$ cat src/rtl/aes_block_cipher_assert.svh
// Assertion macros shared by the block cipher RTL.
// Define NO_ASSERTIONS to compile them out.
`ifndef AES_BLOCK_CIPHER_ASSERT_SVH
`define AES_BLOCK_CIPHER_ASSERT_SVH
`ifndef NO_ASSERTIONS
`define AES_ASSERT_IMPL(label, clk, rst, ante, cons) \
   label: assert property (@(posedge clk) disable iff (rst) (ante) |-> (cons)) \
      else $error("assertion failed");
`define AES_ASSERT_NEXT(label, clk, rst, ante, cons) \
   label: assert property (@(posedge clk) disable iff (rst) (ante) |=> (cons)) \
      else $error("assertion failed");
`else
`define AES_ASSERT_IMPL(label, clk, rst, ante, cons)
`define AES_ASSERT_NEXT(label, clk, rst, ante, cons)
`endif
`endif

$ cat src/rtl/aes_pkg.sv
// Package for the AES block cipher: payload types, codes, S-box functions.
// No dependencies.
package aes_pkg;

   typedef struct packed {
      logic        op;
      logic [63:0] block_high;
      logic [63:0] block_low;
   } req_type;

   typedef struct packed {
      logic [63:0] result_high;
      logic [63:0] result_low;
   } rsp_type;

   localparam logic [2:0] CSR_KEY_SIZE  = 3'd0;
   localparam logic [2:0] CSR_KEY_WORD0 = 3'd1;
   localparam logic [2:0] CSR_KEY_WORD1 = 3'd2;
   localparam logic [2:0] CSR_KEY_WORD2 = 3'd3;
   localparam logic [2:0] CSR_KEY_WORD3 = 3'd4;

   localparam logic [1:0] KEY_128 = 2'd0;
   localparam logic [1:0] KEY_192 = 2'd1;
   localparam logic [1:0] KEY_256 = 2'd2;

   localparam logic OP_ENCRYPT = 1'b0;
   localparam logic OP_DECRYPT = 1'b1;

   typedef enum logic [2:0] {
      ST_IDLE,
      ST_EXPAND,
      ST_INIT,
      ST_ROUND,
      ST_DONE
   } state_type;

   // controller -> datapath
   typedef struct packed {
      logic       load_key;   // load first Nk words and reset schedule
      logic       expand;     // compute/write one schedule word
      logic       rk_read;    // issue round key read
      logic [3:0] rk_round;   // round to read
      logic       load_blk;   // capture request block
      logic       init_ark;   // apply initial round key
      logic       do_round;   // apply one round
      logic       last;       // current round is final
      logic       load_rsp;   // capture result
   } cmd_type;

   // datapath -> controller
   typedef struct packed {
      logic       expand_done;
      logic [3:0] nr;
   } sts_type;

   function automatic logic [7:0] xtime(input logic [7:0] b);
      xtime = {b[6:0], 1'b0} ^ (b[7] ? 8'h1b : 8'h00);
   endfunction

   function automatic logic [7:0] sbox(input logic [7:0] a);
      logic [7:0] t [256];
      t = '{
      8'h63,8'h7c,8'h77,8'h7b,8'hf2,8'h6b,8'h6f,8'hc5,8'h30,8'h01,8'h67,8'h2b,8'hfe,8'hd7,8'hab,8'h76,
      8'hca,8'h82,8'hc9,8'h7d,8'hfa,8'h59,8'h47,8'hf0,8'had,8'hd4,8'ha2,8'haf,8'h9c,8'ha4,8'h72,8'hc0,
      8'hb7,8'hfd,8'h93,8'h26,8'h36,8'h3f,8'hf7,8'hcc,8'h34,8'ha5,8'he5,8'hf1,8'h71,8'hd8,8'h31,8'h15,
      8'h04,8'hc7,8'h23,8'hc3,8'h18,8'h96,8'h05,8'h9a,8'h07,8'h12,8'h80,8'he2,8'heb,8'h27,8'hb2,8'h75,
      8'h09,8'h83,8'h2c,8'h1a,8'h1b,8'h6e,8'h5a,8'ha0,8'h52,8'h3b,8'hd6,8'hb3,8'h29,8'he3,8'h2f,8'h84,
      8'h53,8'hd1,8'h00,8'hed,8'h20,8'hfc,8'hb1,8'h5b,8'h6a,8'hcb,8'hbe,8'h39,8'h4a,8'h4c,8'h58,8'hcf,
      8'hd0,8'hef,8'haa,8'hfb,8'h43,8'h4d,8'h33,8'h85,8'h45,8'hf9,8'h02,8'h7f,8'h50,8'h3c,8'h9f,8'ha8,
      8'h51,8'ha3,8'h40,8'h8f,8'h92,8'h9d,8'h38,8'hf5,8'hbc,8'hb6,8'hda,8'h21,8'h10,8'hff,8'hf3,8'hd2,
      8'hcd,8'h0c,8'h13,8'hec,8'h5f,8'h97,8'h44,8'h17,8'hc4,8'ha7,8'h7e,8'h3d,8'h64,8'h5d,8'h19,8'h73,
      8'h60,8'h81,8'h4f,8'hdc,8'h22,8'h2a,8'h90,8'h88,8'h46,8'hee,8'hb8,8'h14,8'hde,8'h5e,8'h0b,8'hdb,
      8'he0,8'h32,8'h3a,8'h0a,8'h49,8'h06,8'h24,8'h5c,8'hc2,8'hd3,8'hac,8'h62,8'h91,8'h95,8'he4,8'h79,
      8'he7,8'hc8,8'h37,8'h6d,8'h8d,8'hd5,8'h4e,8'ha9,8'h6c,8'h56,8'hf4,8'hea,8'h65,8'h7a,8'hae,8'h08,
      8'hba,8'h78,8'h25,8'h2e,8'h1c,8'ha6,8'hb4,8'hc6,8'he8,8'hdd,8'h74,8'h1f,8'h4b,8'hbd,8'h8b,8'h8a,
      8'h70,8'h3e,8'hb5,8'h66,8'h48,8'h03,8'hf6,8'h0e,8'h61,8'h35,8'h57,8'hb9,8'h86,8'hc1,8'h1d,8'h9e,
      8'he1,8'hf8,8'h98,8'h11,8'h69,8'hd9,8'h8e,8'h94,8'h9b,8'h1e,8'h87,8'he9,8'hce,8'h55,8'h28,8'hdf,
      8'h8c,8'ha1,8'h89,8'h0d,8'hbf,8'he6,8'h42,8'h68,8'h41,8'h99,8'h2d,8'h0f,8'hb0,8'h54,8'hbb,8'h16};
      sbox = t[a];
   endfunction

   function automatic logic [7:0] sbox_inverse(input logic [7:0] a);
      logic [7:0] t [256];
      t = '{
      8'h52,8'h09,8'h6a,8'hd5,8'h30,8'h36,8'ha5,8'h38,8'hbf,8'h40,8'ha3,8'h9e,8'h81,8'hf3,8'hd7,8'hfb,
      8'h7c,8'he3,8'h39,8'h82,8'h9b,8'h2f,8'hff,8'h87,8'h34,8'h8e,8'h43,8'h44,8'hc4,8'hde,8'he9,8'hcb,
      8'h54,8'h7b,8'h94,8'h32,8'ha6,8'hc2,8'h23,8'h3d,8'hee,8'h4c,8'h95,8'h0b,8'h42,8'hfa,8'hc3,8'h4e,
      8'h08,8'h2e,8'ha1,8'h66,8'h28,8'hd9,8'h24,8'hb2,8'h76,8'h5b,8'ha2,8'h49,8'h6d,8'h8b,8'hd1,8'h25,
      8'h72,8'hf8,8'hf6,8'h64,8'h86,8'h68,8'h98,8'h16,8'hd4,8'ha4,8'h5c,8'hcc,8'h5d,8'h65,8'hb6,8'h92,
      8'h6c,8'h70,8'h48,8'h50,8'hfd,8'hed,8'hb9,8'hda,8'h5e,8'h15,8'h46,8'h57,8'ha7,8'h8d,8'h9d,8'h84,
      8'h90,8'hd8,8'hab,8'h00,8'h8c,8'hbc,8'hd3,8'h0a,8'hf7,8'he4,8'h58,8'h05,8'hb8,8'hb3,8'h45,8'h06,
      8'hd0,8'h2c,8'h1e,8'h8f,8'hca,8'h3f,8'h0f,8'h02,8'hc1,8'haf,8'hbd,8'h03,8'h01,8'h13,8'h8a,8'h6b,
      8'h3a,8'h91,8'h11,8'h41,8'h4f,8'h67,8'hdc,8'hea,8'h97,8'hf2,8'hcf,8'hce,8'hf0,8'hb4,8'he6,8'h73,
      8'h96,8'hac,8'h74,8'h22,8'he7,8'had,8'h35,8'h85,8'he2,8'hf9,8'h37,8'he8,8'h1c,8'h75,8'hdf,8'h6e,
      8'h47,8'hf1,8'h1a,8'h71,8'h1d,8'h29,8'hc5,8'h89,8'h6f,8'hb7,8'h62,8'h0e,8'haa,8'h18,8'hbe,8'h1b,
      8'hfc,8'h56,8'h3e,8'h4b,8'hc6,8'hd2,8'h79,8'h20,8'h9a,8'hdb,8'hc0,8'hfe,8'h78,8'hcd,8'h5a,8'hf4,
      8'h1f,8'hdd,8'ha8,8'h33,8'h88,8'h07,8'hc7,8'h31,8'hb1,8'h12,8'h10,8'h59,8'h27,8'h80,8'hec,8'h5f,
      8'h60,8'h51,8'h7f,8'ha9,8'h19,8'hb5,8'h4a,8'h0d,8'h2d,8'he5,8'h7a,8'h9f,8'h93,8'hc9,8'h9c,8'hef,
      8'ha0,8'he0,8'h3b,8'h4d,8'hae,8'h2a,8'hf5,8'hb0,8'hc8,8'heb,8'hbb,8'h3c,8'h83,8'h53,8'h99,8'h61,
      8'h17,8'h2b,8'h04,8'h7e,8'hba,8'h77,8'hd6,8'h26,8'he1,8'h69,8'h14,8'h63,8'h55,8'h21,8'h0c,8'h7d};
      sbox_inverse = t[a];
   endfunction

endpackage

$ cat src/rtl/aes_ctrl.sv
// Controller: sequences key expansion, round reads and the handshakes.
// Depends on aes_pkg and aes_block_cipher_assert.svh.
`include "aes_block_cipher_assert.svh"
module aes_ctrl (
   input  logic             clock,
   input  logic             reset,
   input  logic             csr_write,
   input  logic [2:0]       csr_index,
   input  logic             req_valid,
   output logic             req_stall,
   output logic             rsp_valid,
   input  logic             rsp_stall,
   input  logic             req_op,
   input  aes_pkg::sts_type sts,
   output aes_pkg::cmd_type cmd
);
   aes_pkg::state_type state_ff, state_in;
   logic       ready_ff, ready_in;
   logic       dec_ff, dec_in;
   logic [3:0] cnt_ff, cnt_in;
   logic       rv_ff, rv_in;
   logic       cfg_hit;

   assign cfg_hit = csr_write && (csr_index <= aes_pkg::CSR_KEY_WORD3);

   always_ff @(posedge clock) begin
      if (reset) begin
         state_ff <= aes_pkg::ST_IDLE;
         ready_ff <= 1'b0;
         rv_ff    <= 1'b0;
      end else begin
         state_ff <= state_in;
         ready_ff <= ready_in;
         rv_ff    <= rv_in;
      end
      dec_ff <= dec_in;
      cnt_ff <= cnt_in;
   end

   always_comb begin
      state_in  = state_ff;
      ready_in  = ready_ff;
      dec_in    = dec_ff;
      cnt_in    = cnt_ff;
      rv_in     = rv_ff && rsp_stall;
      req_stall = 1'b1;
      cmd       = '0;
      if (cfg_hit) begin
         ready_in = 1'b0;
      end
      unique case (state_ff)
         aes_pkg::ST_IDLE: begin
            req_stall = 1'b0;
            if (req_valid) begin
               cmd.load_blk = 1'b1;
               dec_in       = (req_op == aes_pkg::OP_DECRYPT);
               if (!ready_ff) begin
                  cmd.load_key = 1'b1;
                  state_in     = aes_pkg::ST_EXPAND;
               end else begin
                  cmd.rk_read  = 1'b1;
                  cmd.rk_round = (req_op == aes_pkg::OP_DECRYPT) ? sts.nr : 4'd0;
                  state_in     = aes_pkg::ST_INIT;
               end
            end
         end
         aes_pkg::ST_EXPAND: begin
            if (sts.expand_done) begin
               ready_in     = 1'b1;
               cmd.rk_read  = 1'b1;
               cmd.rk_round = dec_ff ? sts.nr : 4'd0;
               state_in     = aes_pkg::ST_INIT;
            end else begin
               cmd.expand = 1'b1;
            end
         end
         aes_pkg::ST_INIT: begin
            cmd.init_ark = 1'b1;
            cnt_in       = 4'd1;
            cmd.rk_read  = 1'b1;
            cmd.rk_round = dec_ff ? sts.nr - 4'd1 : 4'd1;
            state_in     = aes_pkg::ST_ROUND;
         end
         aes_pkg::ST_ROUND: begin
            cmd.do_round = 1'b1;
            cmd.last     = (cnt_ff == sts.nr);
            cnt_in       = cnt_ff + 4'd1;
            cmd.rk_read  = 1'b1;
            cmd.rk_round = dec_ff ? sts.nr - cnt_in : cnt_in;
            if (cmd.last) begin
               state_in = aes_pkg::ST_DONE;
            end
         end
         aes_pkg::ST_DONE: begin
            if (!rv_ff || !rsp_stall) begin
               cmd.load_rsp = 1'b1;
               rv_in        = 1'b1;
               state_in     = aes_pkg::ST_IDLE;
            end
         end
         default: state_in = aes_pkg::ST_IDLE;
      endcase
   end

   assign rsp_valid = rv_ff;

   `AES_ASSERT_NEXT(a_rsp_load, clock, reset, cmd.load_rsp, rsp_valid)
   `AES_ASSERT_IMPL(a_no_accept_busy, clock, reset,
                    state_ff != aes_pkg::ST_IDLE, req_stall)
   `AES_ASSERT_IMPL(a_round_bound, clock, reset,
                    state_ff == aes_pkg::ST_ROUND, cnt_ff <= sts.nr && cnt_ff != 4'd0)
endmodule

$ cat config.mk
export PLATFORM = sky130hd
export DESIGN_NAME = aes_ctrl
export DESIGN_NICKNAME = d
export VERILOG_FILES = /design/src/rtl/aes_pkg.sv /design/src/rtl/aes_ctrl.sv
export VERILOG_INCLUDE_DIRS = /design/src /design/src/rtl
export SDC_FILE = /design/constraint.sdc
export NUM_CORES = 1
export LEC_CHECK = 0
export BUFFER_PORTS_ARGS = -buffer_cell sky130_fd_sc_hd__buf_4
export CAP_MARGIN = 20
export CORE_MARGIN = 3
export CORE_UTILIZATION = 52
export CTS_BUF_LIST = sky130_fd_sc_hd__clkbuf_2 sky130_fd_sc_hd__clkbuf_4 sky130_fd_sc_hd__clkbuf_8
export DETAILED_ROUTE_END_ITERATION = 10
export PLACE_DENSITY = 0.83
export SLEW_MARGIN = 25
export SYNTH_ARGS = -nofsm -noshare
export SYNTH_HDL_FRONTEND = slang
export SYNTH_SLANG_ARGS = --single-unit
export TNS_END_PERCENT = 20
$ cat constraint.sdc
create_clock -name clock -period 2.66 [get_ports clock]
set_input_delay 0.399 -clock clock [delete_from_list [all_inputs] [get_ports clock]]
set_output_delay 0.399 -clock clock [all_outputs]
set_load 0.1 [all_outputs]
==> reports/qor.json, run 1 <==
{
  "clock_tree": {
    "cts_root_buffer": "sky130_fd_sc_hd__clkbuf_4",
    "cts-buffers-inserted": 3,
    "clkTransAtPathRegs_ns": 0.06,
    "cts_num_sinks": 10,
    "cts_hold_repair.buffers": 0,
    "cts_tree": "yes",
    "clock_insertion_delay_worst_skew_ns": 0.26,
    "clk_buf_depth": 2,
    "ctsHtreeMaxLevel": 1
  },
  "critical_path": {
    "startpoint_class_of_the_critical_path": "flop",
    "path_cells": "ha_4, fa_2, xnor2_1, nor2_1, xnor2_1, a32oi_1, o21ai_1, buf_6",
    "worstPathBufferInverterCount": 1,
    "crit_fanout": 3,
    "crit_slowest_cell": "sky130_fd_sc_hd__edfxtp_1",
    "timing.critical_path.to_type": "primary output",
    "worst-endpoint-required_ns": 2.26,
    "cpLargestDelayFamily": "adder cells",
    "timing.critical_path.arrival_ns": 2.32,
    "path_depth": 8,
    "critical-path-top-cell-by-count": "sky130_fd_sc_hd__xnor2_1",
    "max_stage_delay_on_crit_path_ns": 0.46,
    "ff2ff_path_depth": 6,
    "worstSetupPathType": "flop to primary output"
  },
  "timing": {
    "final_period_minus_worst_setup_slack_ns": 2.72,
    "rsz_0062_raised_after_global_routing": "true",
    "max_freq_mhz": 367,
    "finalSetupViolCount": 2,
    "timing_max_transition_violations_final": 0,
    "setup-tns-final_ns": -0.119,
    "max_slew_margin_pct": 67.1,
    "min_period_over_period_pct": 102,
    "fin_worst_hold_slack_ns": 0.324,
    "final_worst_setup_slack_ns": -0.0619,
    "worst-slew-pin-transition_ns": 0.489,
    "worst_clock_skew_ns": 0.000262,
    "hold_violations": 0
  },
  "floorplan": {
    "floorplan.initialDensity_pct": 55.9,
    "die_height_microns": 46.7,
    "top_level_ports": 28,
    "fp.dieArea_sq_um": 2180,
    "die_w_microns": 46.7,
    "num_rows": 14,
    "core_area_sq_um": 1540
  },
  "route": {
    "first_iter_violations": 42,
    "drt_pre_antenna_iters": 4,
    "drt.antenna.violating_nets": 0,
    "vias": 915,
    "routed_via_density": 5.94,
    "drc": 0,
    "drt_wl_cell_microns": 16.2,
    "totalWireLength_microns": 2490
  },
  "pwr": {
    "combinationalPowerShare_pct": 68.0,
    "net_sw_share_pct": 56.7,
    "seq_power_share_pct": 21.4,
    "switchingPower_w": 0.000620,
    "clock_share_of_power_pct": 10.6,
    "cell_internal_pwr_w": 0.000473,
    "power.density_nw_per_um2": 892,
    "power.static_leakage_nw": 0.533,
    "max_ir_drop_vdd_mv": 0.735
  },
  "place": {
    "hpwl_microns": 1690,
    "gp_routability_congestion": 0.803,
    "postPlaceCellArea_sq_um": 1090,
    "numPlacedInstances": 147,
    "port-buffer-count": 27
  },
  "final_layout": {
    "antenna_cells_inserted": 0,
    "fillCellCount": 109,
    "layout-drive-gt1-share_pct": 36.2,
    "finalNonFillerCells": 154,
    "area.growth.synth_to_final_pct": 42.1,
    "fin_area_sq_um": 1220,
    "final_nets": 158
  },
  "flow_run": {
    "drv_cap": 0
  },
  "synth": {
    "netlist-cell-type-count": 40,
    "number_of_nets_in_the_synthesized_netlist": 126,
    "synth-async-reset-ratio_pct": 0,
    "edff_count_synth": 5,
    "dominantRegCellSynth": "sky130_fd_sc_hd__edfxtp_1",
    "mean_area_per_synthesized_cell_sq_um": 8.06,
    "ys_seq_elements": 10,
    "ys_warn_count": 0,
    "synth-seq-area-share_pct": 29.0,
    "syn-instance-count": 107,
    "post_synth_instance_area_sq_um": 862
  },
  "global_route": {
    "grt_start_max_net_pins": 12,
    "grt_pass1_vias": 863,
    "grt_first_pass_wirelength_microns": 3700,
    "antenna_found_initial": 0,
    "gr-usage-all-layers_pct": 24.5,
    "grt_remaining_overflow": 0
  },
  "min_path": {
    "whs_path_depth": 1,
    "holdCritPathClass": "input port to flop"
  },
  "run_status": {
    "failing_checks": "negative setup slack",
    "result_of_the_run": "finished, violations left"
  }
}
-- power by group through the flow --
| stage | registers (W) | logic [W] | clock network [W] |
|---|---|---|---|
| 3_3_place_gp | 0.000234 | 0.000674 | 0 |
| 3_5_place_dp | 0.000234 | 0.000683 | 0 |
| 2_1_floorplan | 0.000210 | 0.000571 | 0 |
| 4_1_cts | 0.000232 | 0.000725 | 0.000121 |
| 6_report | 0.000234 | 0.000743 | 0.000116 |
| 5_1_grt | 0.000237 | 0.000776 | 0.000129 |
-- cells by family after synthesis --
group           synth area share (%)
compound gates                  20.0
simple gates                    26.7
fa+ha+maj                       8.13
mux                             1.16
flops                           29.0
xor+xnor                        7.98
buf+inv                         6.97
-- cell usage in the layout (no fill, tap or decap), types with 2 or more instances in the layout --
master / n
sky130_fd_sc_hd__dfxtp_1: 5
sky130_fd_sc_hd__xor2_1: 4
sky130_fd_sc_hd__nand3_1: 3
sky130_fd_sc_hd__xnor2_1: 2
sky130_fd_sc_hd__buf_4: 28
sky130_fd_sc_hd__edfxtp_1: 5
sky130_fd_sc_hd__a21oi_1: 6
sky130_fd_sc_hd__buf_6: 3
sky130_fd_sc_hd__nor2b_1: 2
sky130_fd_sc_hd__clkbuf_4: 4
sky130_fd_sc_hd__inv_1: 7
sky130_fd_sc_hd__nor2_1: 13
sky130_fd_sc_hd__nor4_2: 2
sky130_fd_sc_hd__nand2_1: 11
sky130_fd_sc_hd__nand3b_1: 2
sky130_fd_sc_hd__o31ai_1: 2
sky130_fd_sc_hd__nor3_1: 3
sky130_fd_sc_hd__inv_2: 2
sky130_fd_sc_hd__o21ai_0: 5
sky130_fd_sc_hd__ha_4: 3
sky130_fd_sc_hd__a32oi_1: 2
-- timing repair --
action,in CTS,in global routing
setup buffers,3,0
resized for setup,14,2
pin swaps,13,0
setup endpoints to repair,2,3
-- stage by stage --
step | worst slack (ns) | util, % | power, W
2_1_floorplan | -0.678 | - | 0.000781
3_3_place_gp | 0.153 | 70.5 | 0.000908
3_5_place_dp | 0.0537 | 70.5 | 0.000917
4_1_cts | -0.0160 | 78.8 | 0.00108
5_1_grt | -0.147 | 79.5 | 0.00114
6_report | -0.0619 | 79.5 | 0.00109
-- registers in the layout, summed over array words and instances (netlist names) --
signal     flops
ready_ff       1
rsp_valid      1
cnt_ff         4
dec_ff         1
state_ff       3
-- routing by layer --
layer  vias up  share of wire [%]  global-route usage [%]
li1        441                  -                       -
met4         0               0.92                    13.3
met2        46                 54                    42.3
met1       424                 37                    28.9
met3         4                8.0                    3.52
met5         -                  0                       0
-- cells in the mapped netlist (2+ instances only) --
cell type | count | area, sq um
sky130_fd_sc_hd__o21ai_0 | 6 | 30.0
sky130_fd_sc_hd__nor3_1 | 4 | 20.0
sky130_fd_sc_hd__nor2b_1 | 2 | 12.5
sky130_fd_sc_hd__ha_1 | 4 | 50.1
sky130_fd_sc_hd__nand3b_1 | 2 | 15.0
sky130_fd_sc_hd__a21oi_1 | 6 | 30.0
sky130_fd_sc_hd__nor4_1 | 2 | 12.5
sky130_fd_sc_hd__a32oi_1 | 2 | 17.5
sky130_fd_sc_hd__o31ai_1 | 2 | 15.0
sky130_fd_sc_hd__xnor2_1 | 2 | 17.5
sky130_fd_sc_hd__buf_2 | 3 | 15.0
sky130_fd_sc_hd__dfxtp_1 | 5 | 100
sky130_fd_sc_hd__nand3_1 | 3 | 15.0
sky130_fd_sc_hd__inv_1 | 9 | 33.8
sky130_fd_sc_hd__nor2_1 | 13 | 48.8
sky130_fd_sc_hd__xor2_1 | 4 | 35.0
sky130_fd_sc_hd__nand2_1 | 11 | 41.3
sky130_fd_sc_hd__edfxtp_1 | 5 | 150
-- layout make-up --
cell class              count  area, sq um  area share, %
multi-input cells          83          627           51.2
repair buffers             32          264           21.6
flip-flops and latches     10          250           20.4
inverters                   9         33.8           2.76
clock buffers               4         30.0           2.45
well taps                  16         20.0           1.63
-- final timing paths --
path	from	endpoint	slack [ns]
setup reg to reg	cnt_ff[0]$_SDFFCE_PN1N_	state_ff[1]$_SDFFE_PP0P_	0.83
hold reg to reg	rsp_valid$_SDFF_PP0_	rsp_valid$_SDFF_PP0_	0.51
hold / removal	req_op	dec_ff$_DFFE_PP_	0.32
setup / recovery	cnt_ff[1]$_SDFFCE_PN0N_	cmd[7]	-0.06
Note: power is estimated with default switching activity, not from simulation.
==> run 2, diff against run 1 <==
Settings changed: MAX_ROUTING_LAYER set to met4.
==> run 2 against run 1 <==
First-iteration DRC count is the same. Die area is the same. Largest power group unchanged. The flow still finishes with violations (negative setup slack). Worst hold slack improved by 0.0012 ns. Final area is the same. Cell count unchanged. Critical endpoint unchanged. Clock skew up 0.00076 ns. Sequential power about the same. Core utilization stayed put.
==> reports/qor.json, run 2 (synthesized netlist as in run 1, its figures left out) <==
{
  "global_route": {
    "grt_first_pass_wirelength_microns": 3700,
    "grt_pass1_vias": 864,
    "gr-usage-all-layers_pct": 25.3,
    "grt_remaining_overflow": 0,
    "antenna_found_initial": 0,
    "grt_start_max_net_pins": 12
  },
  "route": {
    "totalWireLength_microns": 2500,
    "drt.antenna.violating_nets": 0,
    "routed-wl-met2_microns": 1340,
    "met3WireLength_microns": 174,
    "vias": 915,
    "drt_pre_antenna_iters": 4,
    "first_iter_violations": 42,
    "routed_via_density": 5.94,
    "top_metal_layer_carrying_routed_signals": "met4",
    "drc": 0,
    "detail_route.wirelength.met1_microns": 959,
    "drt_wl_cell_microns": 16.2
  },
  "critical_path": {
    "ff2ff_setup_slack_ns": 0.82,
    "timing.critical_path.arrival_ns": 2.32,
    "timing.critical_path.to_type": "primary output",
    "startpoint_class_of_the_critical_path": "flop",
    "worstSetupPathType": "flop to primary output",
    "regToRegEndpoint": "state_ff[1]$_SDFFE_PP0P_",
    "reg2reg_from": "cnt_ff[0]$_SDFFCE_PN1N_",
    "crit_fanout": 3,
    "ff2ff_path_depth": 6,
    "worst-endpoint-required_ns": 2.26
  },
  "place": {
    "hpwl_microns": 1690,
    "numPlacedInstances": 147,
    "dpl_worst_slack_ns": 0.0537,
    "port-buffer-count": 27,
    "gp_routability_congestion": 0.815
  },
  "final_layout": {
    "finalNonFillerCells": 154,
    "layout_top_registers": "cnt_ff: 4 flops, state_ff: 3 flops",
    "antenna_cells_inserted": 0,
    "largest_register": "cnt_ff",
    "mostFrequentLayoutCell": "sky130_fd_sc_hd__buf_4",
    "final_util_pct": 79.5,
    "most-common-layout-cells": "28 x sky130_fd_sc_hd__buf_4, 13 x sky130_fd_sc_hd__nor2_1, 11 x sky130_fd_sc_hd__nand2_1, 7 x sky130_fd_sc_hd__inv_1, 6 x sky130_fd_sc_hd__a21oi_1",
    "layout-drive-gt1-share_pct": 36.2,
    "largest_register_ff_count": 4,
    "final_nets": 158,
    "area.growth.synth_to_final_pct": 42.1
  },
  "timing": {
    "finalSetupViolCount": 2,
    "max_slew_margin_pct": 67.2,
    "max_freq_mhz": 367,
    "timing_max_transition_violations_final": 0,
    "worst-slew-pin-transition_ns": 0.487,
    "rsz_0062_raised_after_global_routing": "true",
    "setup-tns-final_ns": -0.119,
    "min_period_over_period_pct": 102,
    "final_period_minus_worst_setup_slack_ns": 2.72,
    "hold_violations": 0,
    "worst_clock_skew_ns": 0.00102,
    "final_worst_setup_slack_ns": -0.0621
  },
  "run_status": {
    "result_of_the_run": "finished, violations left",
    "failing_checks": "negative setup slack"
  },
  "flow_run": {
    "drv_cap": 0
  },
  "floorplan": {
    "floorplan.initialDensity_pct": 55.9,
    "fp.dieArea_sq_um": 2180,
    "num_rows": 14,
    "top_level_ports": 28,
    "core_area_sq_um": 1540,
    "die_height_microns": 46.7,
    "die_w_microns": 46.7
  },
  "clock_tree": {
    "clock_insertion_delay_worst_skew_ns": 0.26,
    "cts_tree": "yes",
    "clk_buf_depth": 2,
    "ctsHtreeMaxLevel": 1,
    "clkTransAtPathRegs_ns": 0.06,
    "cts_root_buffer": "sky130_fd_sc_hd__clkbuf_4",
    "cts-buffers-inserted": 3,
    "cts_num_sinks": 10
  },
  "pwr": {
    "total_power_w": 0.00109,
    "max_ir_drop_vdd_mv": 0.738,
    "power.density_nw_per_um2": 892,
    "power.static_leakage_nw": 0.533
  },
  "min_path": {
    "hold-path-endpoint": "dec_ff$_DFFE_PP_",
    "hold_path.startpoint": "req_op",
    "holdCritPathClass": "input port to flop",
    "whs_path_depth": 1
  }
}
-- run 2: cell counts in the layout (fill, tap and decap cells not counted) --
Identical to the previous run, type by type.
-- run 2: layer usage --
layer | vias up | global-route usage (%)
met3 | 4 | 3.52
met2 | 39 | 42.3
met5 | - | -
met4 | 0 | 13.3
met1 | 430 | 28.9
li1 | 442 | -
-- run 2: how the worst max path moves through the flow --
stage                                  startpoint      to  slack [ns]  cells after the start
after floorplan           cnt_ff[0]$_SDFFCE_PN1N_  cmd[7]       -0.68                      7
after global placement    cnt_ff[0]$_SDFFCE_PN1N_  cmd[8]        0.15                      8
after detailed placement  cnt_ff[0]$_SDFFCE_PN1N_  cmd[8]        0.05                      8
after CTS                 cnt_ff[1]$_SDFFCE_PN0N_  cmd[7]       -0.02                      8
after global routing      cnt_ff[1]$_SDFFCE_PN0N_  cmd[8]       -0.15                      8
final                     cnt_ff[1]$_SDFFCE_PN0N_  cmd[7]       -0.06                      8
-- run 2: stage by stage --
stage	hold slack (ns)	area [sq um]
after CTS	0.313	1210
after global routing	0.310	1220
after global placement	0.484	1090
after floorplan	0.468	875
final	0.325	1220
after detailed placement	0.498	1090
-- run 2: where the power goes --
| part | internal [W] | leakage, nW | switching [W] |
|---|---|---|---|
| Clock | 0.0000680 | 0.0184 | 0.0000473 |
| Sequential | 0.000189 | 0.0856 | 0.0000455 |
| Combinational | 0.000216 | 0.429 | 0.000527 |
-- run 2: critical path, stage by stage (launching register included) --
cell	delay (ns)
sky130_fd_sc_hd__edfxtp_1	0.46
sky130_fd_sc_hd__ha_4	0.30
sky130_fd_sc_hd__fa_2	0.34
sky130_fd_sc_hd__xnor2_1	0.13
sky130_fd_sc_hd__nor2_1	0.15
sky130_fd_sc_hd__xnor2_1	0.15
sky130_fd_sc_hd__a32oi_1	0.09
sky130_fd_sc_hd__o21ai_1	0.19
sky130_fd_sc_hd__buf_6	0.25
-- run 2: repair_timing --
action | 4_1_cts | 5_1_grt
setup buffers | 3 | 0
pin swaps | 13 | 0
endpoints found under the setup margin | 2 | 3
gates resized for setup | 14 | 2
hold buffers | 0 | 0
hold endpoints to repair | 0 | 0
-- run 2: final cells by class --
cell class                      instances  area [sq um]
Inverter                                9          33.8
Tap cell                               16          20.0
Multi-Input combinational cell         83           627
Sequential cell                        10           250
Fill cell                             109           317
Timing Repair Buffer                   32           264
Clock buffer                            4          30.0
==> run 3, diff against run 2 <==
Settings changed: BUFFER_PORTS_ARGS -buffer_cell sky130_fd_sc_hd__buf_4 to -buffer_cell sky130_fd_sc_hd__buf_2, CELL_PAD_IN_SITES_DETAIL_PLACEMENT set to 0, CELL_PAD_IN_SITES_GLOBAL_PLACEMENT set to 1, CORE_UTILIZATION 52 to 37, PLACE_DENSITY 0.83 to 0.82.
==> run 3 against run 2 <==
The run still ends with negative setup slack left. Critical path type unchanged. Sequential share of layout area increased by 0.58 points. Final area shrank 2.8%. Die area rose by 35%. Wire length down 13%. Worst hold slack improved by 0.014 ns. Global-route usage fell by 7.2 points.
==> reports/qor.json, run 3 (synthesized netlist as in run 1, its figures left out) <==
{
  "run_status": {
    "result_of_the_run": "finished, violations left",
    "failing_checks": "negative setup slack"
  },
  "final_layout": {
    "layout-drive-gt1-share_pct": 34.8,
    "fin_area_sq_um": 1190,
    "most-common-layout-cells": "23 x sky130_fd_sc_hd__buf_2, 13 x sky130_fd_sc_hd__nor2_1, 11 x sky130_fd_sc_hd__nand2_1, 8 x sky130_fd_sc_hd__inv_1, 6 x sky130_fd_sc_hd__a21oi_1",
    "layout_top_registers": "cnt_ff: 4 flops, state_ff: 3 flops",
    "largest_register": "cnt_ff",
    "final_nets": 158,
    "finalNonFillerCells": 165,
    "largest_register_ff_count": 4,
    "mostFrequentLayoutCell": "sky130_fd_sc_hd__buf_2",
    "area.growth.synth_to_final_pct": 38.2,
    "antenna_cells_inserted": 0
  },
  "min_path": {
    "whs_path_depth": 1,
    "hold_path.startpoint": "req_op",
    "holdCritPathClass": "input port to flop"
  },
  "critical_path": {
    "crit_slowest_cell": "sky130_fd_sc_hd__edfxtp_1",
    "cpLargestDelayFamily": "adder cells",
    "worstPathBufferInverterCount": 1,
    "critical-path-top-cell-by-count": "sky130_fd_sc_hd__xnor2_1",
    "worst-endpoint-required_ns": 2.26,
    "reg2reg_from": "cnt_ff[0]$_SDFFCE_PN1N_",
    "ff2ff_setup_slack_ns": 0.91,
    "ff2ff_path_depth": 5,
    "regToRegEndpoint": "state_ff[1]$_SDFFE_PP0P_",
    "cp-endpoint": "cmd[7]",
    "path_depth": 8,
    "max_stage_delay_on_crit_path_ns": 0.44,
    "path_cells": "ha_4, fa_2, xnor2_1, nor2_1, xnor2_1, a32oi_1, o21ai_1, buf_12",
    "timing.critical_path.to_type": "primary output",
    "worstSetupPathType": "flop to primary output",
    "timing.critical_path.arrival_ns": 2.27,
    "cp-startpoint": "cnt_ff[1]$_SDFFCE_PN0N_",
    "startpoint_class_of_the_critical_path": "flop",
    "crit_fanout": 3
  },
  "route": {
    "detail_route.wirelength.met1_microns": 967,
    "drt_pre_antenna_iters": 4,
    "top_metal_layer_carrying_routed_signals": "met4",
    "drt.antenna.violating_nets": 0,
    "totalWireLength_microns": 2170,
    "first_iter_violations": 18,
    "routed-wl-met2_microns": 1050,
    "vias": 875,
    "drc": 0,
    "drt_wl_cell_microns": 13.1,
    "met3WireLength_microns": 96,
    "routed_via_density": 5.30
  },
  "pwr": {
    "power.density_nw_per_um2": 893,
    "power.static_leakage_nw": 0.526,
    "max_ir_drop_vdd_mv": 0.788
  },
  "clock_tree": {
    "ctsHtreeMaxLevel": 1,
    "cts_hold_repair.buffers": 0,
    "cts-buffers-inserted": 3,
    "clock_insertion_delay_worst_skew_ns": 0.27,
    "cts_root_buffer": "sky130_fd_sc_hd__clkbuf_4",
    "clkTransAtPathRegs_ns": 0.07,
    "cts_num_sinks": 10,
    "clk_buf_depth": 2,
    "cts_tree": "yes"
  },
  "place": {
    "numPlacedInstances": 159,
    "gp_routability_congestion": 0.755,
    "port-buffer-count": 27,
    "hpwl_microns": 1740,
    "dpl_worst_slack_ns": 0.0795,
    "postPlaceCellArea_sq_um": 1100
  },
  "timing": {
    "timing_max_transition_violations_final": 0,
    "final_period_minus_worst_setup_slack_ns": 2.66,
    "min_period_over_period_pct": 100,
    "max_freq_mhz": 375,
    "worst_clock_skew_ns": 0.0137,
    "finalSetupViolCount": 1,
    "final_worst_setup_slack_ns": -0.00403,
    "fin_worst_hold_slack_ns": 0.340,
    "rsz_0062_raised_after_global_routing": "true",
    "hold_violations": 0,
    "max_slew_margin_pct": 65.4,
    "worst-slew-pin-transition_ns": 0.514
  },
  "floorplan": {
    "num_rows": 16,
    "core_area_sq_um": 2080,
    "floorplan.initialDensity_pct": 41.4,
    "fp.dieArea_sq_um": 2950,
    "top_level_ports": 28,
    "die_w_microns": 54.3,
    "die_height_microns": 54.3
  },
  "flow_run": {
    "drv_cap": 0
  },
  "global_route": {
    "grt_pass1_vias": 890,
    "gr-usage-all-layers_pct": 18.1,
    "grt_remaining_overflow": 0,
    "grt_first_pass_wirelength_microns": 3740,
    "antenna_found_initial": 0,
    "grt_start_max_net_pins": 15
  }
}
run 3: cell count changes in the layout (fill, tap and decap cells not counted), moves of 3 or more:
| cell | change |
|---|---|
| sky130_fd_sc_hd__buf_2 | +23 |
| sky130_fd_sc_hd__buf_4 | -23 |
| sky130_fd_sc_hd__buf_12 | +3 |
| sky130_fd_sc_hd__buf_6 | -3 |
run 3: how the worst min path moves through the flow:
stage	slack, ns	to
finish	0.34	dec_ff$_DFFE_PP_
global route	0.33	dec_ff$_DFFE_PP_
CTS	0.33	dec_ff$_DFFE_PP_
detailed placement	0.49	rsp_valid$_SDFF_PP0_
global placement	0.48	rsp_valid$_SDFF_PP0_
floorplan	0.47	rsp_valid$_SDFF_PP0_
run 3: power by group:
| group | switching [W] | leakage [nW] | internal [W] |
|---|---|---|---|
| combinational | 0.000508 | 0.422 | 0.000199 |
| sequential | 0.0000497 | 0.0856 | 0.000189 |
| clock | 0.0000504 | 0.0184 | 0.0000680 |
run 3: stage by stage:
step,setup TNS [ns],power (W),util [%]
4_1_cts,-0.00214,0.00107,57.1
3_3_place_gp,0,0.000912,52.8
5_1_grt,-0.248,0.00113,57.2
2_1_floorplan,-2.30,0.000781,-
6_report,-0.00403,0.00106,57.2
3_5_place_dp,0,0.000920,52.8
run 3: worst register-to-register path: stages (launching register included):
cell	delay (ns)
sky130_fd_sc_hd__edfxtp_1	0.45
sky130_fd_sc_hd__inv_1	0.11
sky130_fd_sc_hd__ha_2	0.29
sky130_fd_sc_hd__or4_1	0.56
sky130_fd_sc_hd__o21ai_0	0.17
sky130_fd_sc_hd__nor2_1	0.05
run 3: layout make-up:
| type | count | area (sq um) |
|---|---|---|
| Fill cell | 208 | 891 |
| Multi-Input combinational cell | 83 | 611 |
| Sequential cell | 10 | 250 |
| Timing Repair Buffer | 32 | 233 |
| Inverter | 9 | 33.8 |
| Tap cell | 27 | 33.8 |
| Clock buffer | 4 | 30.0 |
run 3: repair_timing:
item | 4_1_cts | 5_1_grt
endpoints found under the setup margin | 2 | 3
setup buffers | 2 | 0
pin swaps | 10 | 1
hold endpoints to repair | 0 | 0
gates resized for setup | 6 | 1
run 3: routing by layer:
| metal | track usage (%) | up-vias |
|---|---|---|
| li1 | - | 443 |
| met3 | 3.00 | 6 |
| met5 | - | - |
| met4 | 9.13 | 0 |
| met1 | 21.2 | 404 |
| met2 | 29.7 | 22 |
